File: config.mk
export PLATFORM = sky130hd
export DESIGN_NAME = link_stall_recovery_guard_core
export DESIGN_NICKNAME = d
export VERILOG_FILES = /design/src/lsrg_pkg.sv /design/src/lsrg_step.sv /design/src/link_stall_recovery_guard_core.sv
export SDC_FILE = /design/constraint.sdc
export NUM_CORES = 1
export LEC_CHECK = 0
export ABC_CLOCK_PERIOD_IN_PS = 20600
export BUFFER_PORTS_ARGS = -buffer_cell sky130_fd_sc_hd__buf_2
export CAP_MARGIN = 20
export CELL_PAD_IN_SITES_DETAIL_PLACEMENT = 2
export CELL_PAD_IN_SITES_GLOBAL_PLACEMENT = 2
export CORE_AREA = 2 2 286 288
export CTS_CLUSTER_SIZE = 30
export DETAILED_ROUTE_END_ITERATION = 16
export DIE_AREA = 0 0 288 290
export GPL_TIMING_DRIVEN = 0
export MAX_ROUTING_LAYER = met4
export PLACE_DENSITY = 0.9
export SLEW_MARGIN = 20
export SYNTH_ARGS = -nofsm -noshare
export SYNTH_HDL_FRONTEND = slang
export SYNTH_SLANG_ARGS = --single-unit
export TNS_END_PERCENT = 5
File: constraint.sdc
create_clock -name clk -period 20.6 [get_ports clk]
set_clock_uncertainty 0.2 [all_clocks]
set_input_delay 4.12 -clock clk [delete_from_list [all_inputs] [get_ports clk]]
set_output_delay 4.12 -clock clk [all_outputs]
set_load 0.02 [all_outputs]
File: src/lsrg_pkg.sv
// shared types and constants for the link stall recovery guard
package lsrg_pkg;

  localparam int unsigned CFG_IDX_W = 3;

  localparam logic [CFG_IDX_W-1:0] CFG_FREEZE_LIMIT  = 3'd0;
  localparam logic [CFG_IDX_W-1:0] CFG_GRACE         = 3'd1;
  localparam logic [CFG_IDX_W-1:0] CFG_HEALTHY_CLEAR = 3'd2;
  localparam logic [CFG_IDX_W-1:0] CFG_NOTCONN_LIMIT = 3'd3;
  localparam logic [CFG_IDX_W-1:0] CFG_MAX_STREAK    = 3'd4;

  localparam logic [1:0] CAUSE_NONE    = 2'd0;
  localparam logic [1:0] CAUSE_FROZEN  = 2'd1;
  localparam logic [1:0] CAUSE_NOTCONN = 2'd2;

  localparam logic [31:0] FREEZE_LIMIT_RST  = 32'd60000;
  localparam logic [31:0] GRACE_RST         = 32'd10000;
  localparam logic [31:0] HEALTHY_CLEAR_RST = 32'd1800000;
  localparam logic [15:0] NOTCONN_LIMIT_RST = 16'd10;
  localparam logic [7:0]  MAX_STREAK_RST    = 8'd3;

  typedef struct packed {
    logic [31:0] freeze_limit_ms;
    logic [31:0] grace_ms;
    logic [31:0] healthy_clear_ms;
    logic [15:0] notconn_limit;
    logic [7:0]  max_streak;
  } lsrg_cfg_t;

  typedef struct packed {
    logic [31:0] now_ms;
    logic [31:0] link_epoch;
    logic        is_connected;
    logic        is_subscribed;
    logic [31:0] session_start_ms;
    logic [31:0] delivered_total;
    logic [31:0] notconn_run;
  } lsrg_item_t;

  typedef struct packed {
    logic [31:0] seen_epoch;
    logic        seeded;
    logic [31:0] last_delivered;
    logic [31:0] progress_time;
    logic [31:0] healthy_start;
    logic [7:0]  streak;
    logic        latched;
    logic [31:0] resets;
    logic [1:0]  cause;
    logic [31:0] frozen_record;
  } lsrg_state_t;

  typedef struct packed {
    logic        reset_request;
    logic [1:0]  trigger_cause;
    logic [31:0] frozen_time_ms;
    logic [31:0] reset_total;
    logic [7:0]  reset_streak;
    logic        gave_up;
  } lsrg_result_t;

endpackage

File: src/lsrg_step.sv
// per-tick update of the guard state and the result it shows
module lsrg_step (
  input  lsrg_pkg::lsrg_cfg_t    cfg,
  input  lsrg_pkg::lsrg_item_t   item,
  input  lsrg_pkg::lsrg_state_t  st,
  output lsrg_pkg::lsrg_state_t  st_nxt,
  output lsrg_pkg::lsrg_result_t res
);
  import lsrg_pkg::*;

  lsrg_state_t s;
  logic        req;

  always_comb begin
    logic        armed;
    logic        handled;
    logic [31:0] conn_age;
    logic [31:0] heal_age;
    logic [31:0] frozen;
    s       = st;
    req     = 1'b0;
    handled = 1'b0;
    frozen  = '0;
    if (item.link_epoch != s.seen_epoch) begin
      s.seen_epoch = item.link_epoch;
      s.seeded     = 1'b0;
    end
    conn_age = item.now_ms - item.session_start_ms;
    heal_age = item.now_ms - s.healthy_start;
    armed    = item.is_connected && item.is_subscribed && (conn_age >= cfg.grace_ms);
    if (!armed) begin
      s.seeded = 1'b0;
    end else if (!s.seeded) begin
      s.last_delivered = item.delivered_total;
      s.progress_time  = item.now_ms;
      s.seeded         = 1'b1;
    end else begin
      if (item.delivered_total != s.last_delivered) begin
        s.last_delivered = item.delivered_total;
        s.progress_time  = item.now_ms;
        if (s.healthy_start == '0) begin
          s.healthy_start = item.now_ms;
        end else if ((s.streak != '0) && (heal_age >= cfg.healthy_clear_ms)) begin
          s.streak  = '0;
          s.latched = 1'b0;
        end
      end else begin
        frozen          = item.now_ms - s.progress_time;
        s.healthy_start = '0;
        if (frozen >= cfg.freeze_limit_ms) begin
          if (s.streak >= cfg.max_streak) begin
            s.latched = 1'b1;
          end else begin
            req             = 1'b1;
            s.resets        = s.resets + 32'd1;
            s.streak        = s.streak + 8'd1;
            s.cause         = CAUSE_FROZEN;
            s.frozen_record = frozen;
          end
          s.seeded = 1'b0;
          handled  = 1'b1;
        end
      end
      // not-connected streak, skipped once the freeze check fired
      if (!handled && item.is_connected &&
          (item.notconn_run >= {16'd0, cfg.notconn_limit})) begin
        if (s.streak >= cfg.max_streak) begin
          s.latched = 1'b1;
        end else begin
          req             = 1'b1;
          s.resets        = s.resets + 32'd1;
          s.streak        = s.streak + 8'd1;
          s.cause         = CAUSE_NOTCONN;
          s.frozen_record = item.now_ms - s.progress_time;
        end
        s.seeded = 1'b0;
      end
    end
  end

  assign st_nxt = s;

  assign res.reset_request  = req;
  assign res.trigger_cause  = s.cause;
  assign res.frozen_time_ms = s.frozen_record;
  assign res.reset_total    = s.resets;
  assign res.reset_streak   = s.streak;
  assign res.gave_up        = s.latched;

endmodule

File: src/link_stall_recovery_guard_core.sv
// link stall recovery guard: request capture, tick update and result register
// flow: a request accepted into the capture register is processed once the result
//   register is free or being read, then its result is offered from that register
// throughput: one request per cycle while out_ready keeps the result register free
// reset: synchronous active-low rst_n clears all guard state, loads the default
//   limits and empties the request and result registers
module link_stall_recovery_guard_core (
  input  logic        clk,
  input  logic        rst_n,
  input  logic        in_valid,
  output logic        in_ready,
  input  logic [31:0] in_now_ms,
  input  logic [31:0] in_link_epoch,
  input  logic        in_is_connected,
  input  logic        in_is_subscribed,
  input  logic [31:0] in_session_start_ms,
  input  logic [31:0] in_delivered_total,
  input  logic [31:0] in_notconn_run,
  output logic        out_valid,
  input  logic        out_ready,
  output logic        out_reset_request,
  output logic [1:0]  out_trigger_cause,
  output logic [31:0] out_frozen_time_ms,
  output logic [31:0] out_reset_total,
  output logic [7:0]  out_reset_streak,
  output logic        out_gave_up,
  input  logic        cfg_we,
  input  logic [lsrg_pkg::CFG_IDX_W-1:0] cfg_index,
  input  logic [31:0] cfg_wdata
);
  import lsrg_pkg::*;

  lsrg_cfg_t    cfg_r;
  lsrg_item_t   item_r;
  logic         in_v_r;
  lsrg_state_t  st_r;
  lsrg_state_t  st_nxt;
  lsrg_result_t res_nxt;
  lsrg_result_t res_r;
  logic         out_v_r;
  logic         fire;

  assign fire     = in_v_r && (!out_v_r || out_ready);
  assign in_ready = !in_v_r || fire;

  // configuration registers
  always_ff @(posedge clk) begin
    if (!rst_n) begin
      cfg_r.freeze_limit_ms  <= FREEZE_LIMIT_RST;
      cfg_r.grace_ms         <= GRACE_RST;
      cfg_r.healthy_clear_ms <= HEALTHY_CLEAR_RST;
      cfg_r.notconn_limit    <= NOTCONN_LIMIT_RST;
      cfg_r.max_streak       <= MAX_STREAK_RST;
    end else if (cfg_we) begin
      case (cfg_index)
        CFG_FREEZE_LIMIT:  cfg_r.freeze_limit_ms  <= cfg_wdata;
        CFG_GRACE:         cfg_r.grace_ms         <= cfg_wdata;
        CFG_HEALTHY_CLEAR: cfg_r.healthy_clear_ms <= cfg_wdata;
        CFG_NOTCONN_LIMIT: cfg_r.notconn_limit    <= cfg_wdata[15:0];
        CFG_MAX_STREAK:    cfg_r.max_streak       <= cfg_wdata[7:0];
        default: ;
      endcase
    end
  end

  // request capture
  always_ff @(posedge clk) begin
    if (!rst_n) begin
      in_v_r <= 1'b0;
    end else if (in_ready) begin
      in_v_r <= in_valid;
    end
  end

  always_ff @(posedge clk) begin
    if (in_valid && in_ready) begin
      item_r.now_ms           <= in_now_ms;
      item_r.link_epoch       <= in_link_epoch;
      item_r.is_connected     <= in_is_connected;
      item_r.is_subscribed    <= in_is_subscribed;
      item_r.session_start_ms <= in_session_start_ms;
      item_r.delivered_total  <= in_delivered_total;
      item_r.notconn_run      <= in_notconn_run;
    end
  end

  lsrg_step u_step (
    .cfg    (cfg_r),
    .item   (item_r),
    .st     (st_r),
    .st_nxt (st_nxt),
    .res    (res_nxt)
  );

  // guard state and result register
  always_ff @(posedge clk) begin
    if (!rst_n) begin
      st_r    <= '0;
      out_v_r <= 1'b0;
    end else begin
      if (fire) begin
        st_r <= st_nxt;
      end
      if (fire) begin
        out_v_r <= 1'b1;
      end else if (out_ready) begin
        out_v_r <= 1'b0;
      end
    end
  end

  always_ff @(posedge clk) begin
    if (fire) begin
      res_r <= res_nxt;
    end
  end

  assign out_valid          = out_v_r;
  assign out_reset_request  = res_r.reset_request;
  assign out_trigger_cause  = res_r.trigger_cause;
  assign out_frozen_time_ms = res_r.frozen_time_ms;
  assign out_reset_total    = res_r.reset_total;
  assign out_reset_streak   = res_r.reset_streak;
  assign out_gave_up        = res_r.gave_up;

  a_total_step: assert property (@(posedge clk) disable iff (!rst_n)
    fire && res_nxt.reset_request |=> st_r.resets == $past(st_r.resets) + 32'd1)
    else $error("reset total did not advance with a reset request");

  a_total_hold: assert property (@(posedge clk) disable iff (!rst_n)
    fire && !res_nxt.reset_request |=> st_r.resets == $past(st_r.resets))
    else $error("reset total moved without a reset request");

  a_state_idle: assert property (@(posedge clk) disable iff (!rst_n)
    !fire |=> $stable(st_r))
    else $error("guard state changed with no request processed");

  a_cause_set: assert property (@(posedge clk) disable iff (!rst_n)
    fire && res_nxt.reset_request |->
      (res_nxt.trigger_cause == CAUSE_FROZEN || res_nxt.trigger_cause == CAUSE_NOTCONN))
    else $error("reset request with no cause recorded");

  a_capture_free: assert property (@(posedge clk) disable iff (!rst_n)
    !in_v_r |-> in_ready)
    else $error("capture register empty but not ready");

endmodule
==> summary.md <==
| Metric | Value |
|---|---|
| Hold_sp | `cfg_r[78]$_SDFFE_PN0P_` |
| Placed Area | `between 30000 and 40000 um^2` |
| Postcts setup bufs | `0` |
| Remaining DRCs | `0` |
| Fin crit period | `approximately 13000 ps` |
| Share of the yosys chip area belonging to registers | `around 43%` |
| Final nets | `roughly 4400` |
| Final ANT Viol Nets | `0` |
| Most frequent CP cell | `o21ai_0` |
| Row cnt | `104` |
| Clk_lat worst skew | `650 ps` |
| Worst R2R End | `st_r[12]$_SDFFE_PN0P_` |
| Post-synth EDFFs | `~240` |
| Total clock sinks | `between 500 and 600` |
| Fin. max-slew vios | `0` |
| Final period utilization | `60.7%` |
| Max frequency | `~80 MHz` |
| Cell Pwr Density | `roughly 80 nW/um^2` |
| CP max FO | `10` |
| Total gr overflow | `0` |
| Drt total wl | `roughly 140000 um` |
| Gate Count Post-Synth | `~3600` |
| Vias in the first global route | `approximately 34000` |
| Top cell family by delay on the critical path | `compound AO/OA/AOI/OAI gates` |
| CP Data Arrival Time | `~13000 ps` |
| CP Buf/Inv Count | `6` |
| Setup repair after global routing missed its margin | `false` |
| Worst hold path class | `register to register` |
| Critical path type | `register to register` |
| Die area | `83500 um^2` |
| Syn_nets | `roughly 4000` |
| Max_cap viols | `0` |
| Commonest non-fill, non-tap cell in the layout | `nand2_1` |
| Initial Utilization | `roughly 40%` |
| Detailed placement HPWL | `96300 um` |
| Final Wtd Congestion | `~0.94` |
| Synthesized area per cell | `approximately 9 um^2` |
| Clock buffer count from CTS | `between 60 and 70` |
| PostCTS Resize Cnt | `0` |
| Antenna violations before repair | `14` |
| Flop2flop setup slack | `between 8000 and 9000 ps` |
| Worst hold path endpoint | `cfg_r[78]$_SDFFE_PN0P_` |
| Cts hold-fix bufs | `0` |
| Filler instances | `slightly below 9000` |
| Final Cell Area | `approximately 37000 um^2` |
| Synthesized area | `32000 um^2` |
| Worst VDD drop | `between 0.00007 and 0.00008 V` |
| Max Root-Sink Buffers | `3` |
| Multi-input gate area | `approximately 17000 um^2` |
| Static Leak | `approximately 15 nW` |
| Reg area | `13700 um^2` |
| Worst-path clk slew | `around 60 ps` |
| Htree depth | `3` |
| Setup violators final | `0` |
| TritonCTS clock tree | `done` |
| Top FF cell, synth | `dfxtp_1` |
| Critical Path Sink Type | `register` |
| Area of the core | `80200 um^2` |
| Clock root cell | `clkbuf_16` |
| IO Port Bufs | `between 200 and 300` |
| First-pass GRT wire length | `211000 um` |
| Total number of vias | `29700` |
| CP max stage delay | `around 720 ps` |
| Netlist cell types | `81` |
| 1st-iter DRT viols | `around 2000` |
| Synth Register Bits | `around 560` |
| Vias per inst | `slightly below 6` |
| Layout cell share with drive strength beyond 1 | `between 10 and 15%` |
| R2R Path Start | `item_r[130]$_DFFE_PP_` |
| Area grow syn2layout | `15.9%` |
| Final hold violations | `0` |
| Die width | `288 um` |
| Reg2reg path depth | `40` |
| Worst-Margin Slew | `about 1300 ps` |
| Status | `finished, final reports clean` |
| Commonest non-fill, non-tap cells in the layout | `451 x nand2_1, 373 x nor2_1, 326 x dfxtp_1, 318 x a21oi_1, 282 x buf_2` |
| Total track usage | `about a third` |
| TNS Setup | `0 ps` |
| Hold Path Depth | `2` |
| Async SR Flop Fraction | `0%` |
| CP required | `approximately 21000 ps` |
| Synthesis Warnings | `0` |
| Crit path launch type | `register` |
| Pre-Repair DR Iteration Count | `5` |
| Slowest library cell on the worst path | `or4b_2` |
| Ports | `280` |
| Die height | `roughly 290 um` |
| Slew HR | `14.7%` |
| Largest net degree at the start of global routing | `~60` |
| Routed len/inst | `between 20 and 30 um` |
[final cells by class]
class | count | share of cell area [%]
inverter | 255 | 2.58
clock buffer | 89 | 5.08
tap | 1060 | 3.58
sequential | 564 | 36.9
timing repair buffer | 285 | 4.06
clock inverter | 30 | 0.851
antenna | 8 | 0.0540
multi-input combinational | 2594 | 45.4
buffer | 139 | 1.47
[per-layer routing]
layer | GRT usage [%] | vias up | share of wire (%)
met5 | - | - | 0
li1 | - | 13200 | -
met2 | 57.6 | 1041 | 49
met3 | 5.20 | 419 | 5.1
met1 | 38.5 | 15100 | 40
met4 | 18.2 | 0 | 5.9
[report_power, final]
group	internal [mW]	leakage, nW	switching (mW)
Combinational	0.176	8.88	0.308
Sequential	1.21	4.94	0.0338
Clock	0.719	1.08	0.527
[synthesized netlist by cell type, types with 36 or more instances]
library cell,number,area share (%)
mux2i_1,112,3.5
clkbuf_1,121,1.4
xor2_1,78,2.1
dfxtp_1,326,20
xnor2_1,149,4.1
nor2_1,373,4.4
edfxtp_1,238,22
a21oi_1,318,5.0
nand2_1,451,5.3
o211ai_1,36,0.85
a21o_1,55,1.3
ha_1,257,10
nand4_1,48,0.94
nor3_1,54,0.85
nand3_1,73,1.1
inv_1,254,3.0
o21ai_0,124,1.9
o21a_1,65,1.5
[stage by stage]
stage	utilization (%)	instances	total power [mW]	worst slack (ps)	hold slack [ps]
after floorplan	-	3552	1.54	11740	236
after global placement	43.3	4891	1.68	9070	243
after detailed placement	43.4	4897	1.71	8820	251
after CTS	46.2	5016	2.97	8520	260
after global routing	46.2	5024	3.07	7770	286
final	46.2	5024	2.97	8090	261
[how the worst max path moves through the flow]
stage,startpoint,endpoint,depth (start not counted)
finish,item_r[130]$_DFFE_PP_,st_r[12]$_SDFFE_PN0P_,40
global route,item_r[130]$_DFFE_PP_,st_r[12]$_SDFFE_PN0P_,40
CTS,item_r[130]$_DFFE_PP_,st_r[12]$_SDFFE_PN0P_,40
detailed placement,item_r[130]$_DFFE_PP_,out_frozen_time_ms[30]$_DFFE_PP_,39
global placement,item_r[132]$_DFFE_PP_,out_frozen_time_ms[30]$_DFFE_PP_,36
floorplan,out_ready,item_r[0]$_DFFE_PP_,3
[worst reg2reg max path: cells and delay by family (launching register included)]
family          cells  cell delay, ps
compound gates     13            4570
simple gates       15            4030
buf+inv             6            1730
fa+ha+maj           4            1240
flops               1             340
mux                 1             190
xor+xnor            1             150
[flip-flops by register name, summed over array words and instances, names as in the netlist]
signal              count
st_r                  204
item_r                162
cfg_r                 120
out_frozen_time_ms     32
out_reset_total        32
out_reset_streak        8
out_trigger_cause       2
in_v_r                  1
out_gave_up             1
out_reset_request       1
out_valid               1
[logic make-up (layout without fill, tap and decap cells)]
family | Yosys count | in the layout | synth area share, %
AOI/OAI and AO/OA | 781 | 781 | 15.2
xor gates and xnor gates | 227 | 227 | 6.22
adders and majority gates | 261 | 261 | 10.3
muxes | 113 | 113 | 3.54
and+or+nand+nor | 1212 | 1212 | 17.3
buffers and inverters | 394 | 798 | 4.68
other | 0 | 8 | 0
DFF | 564 | 564 | 42.8
Note: power is estimated with default switching activity, not from simulation.
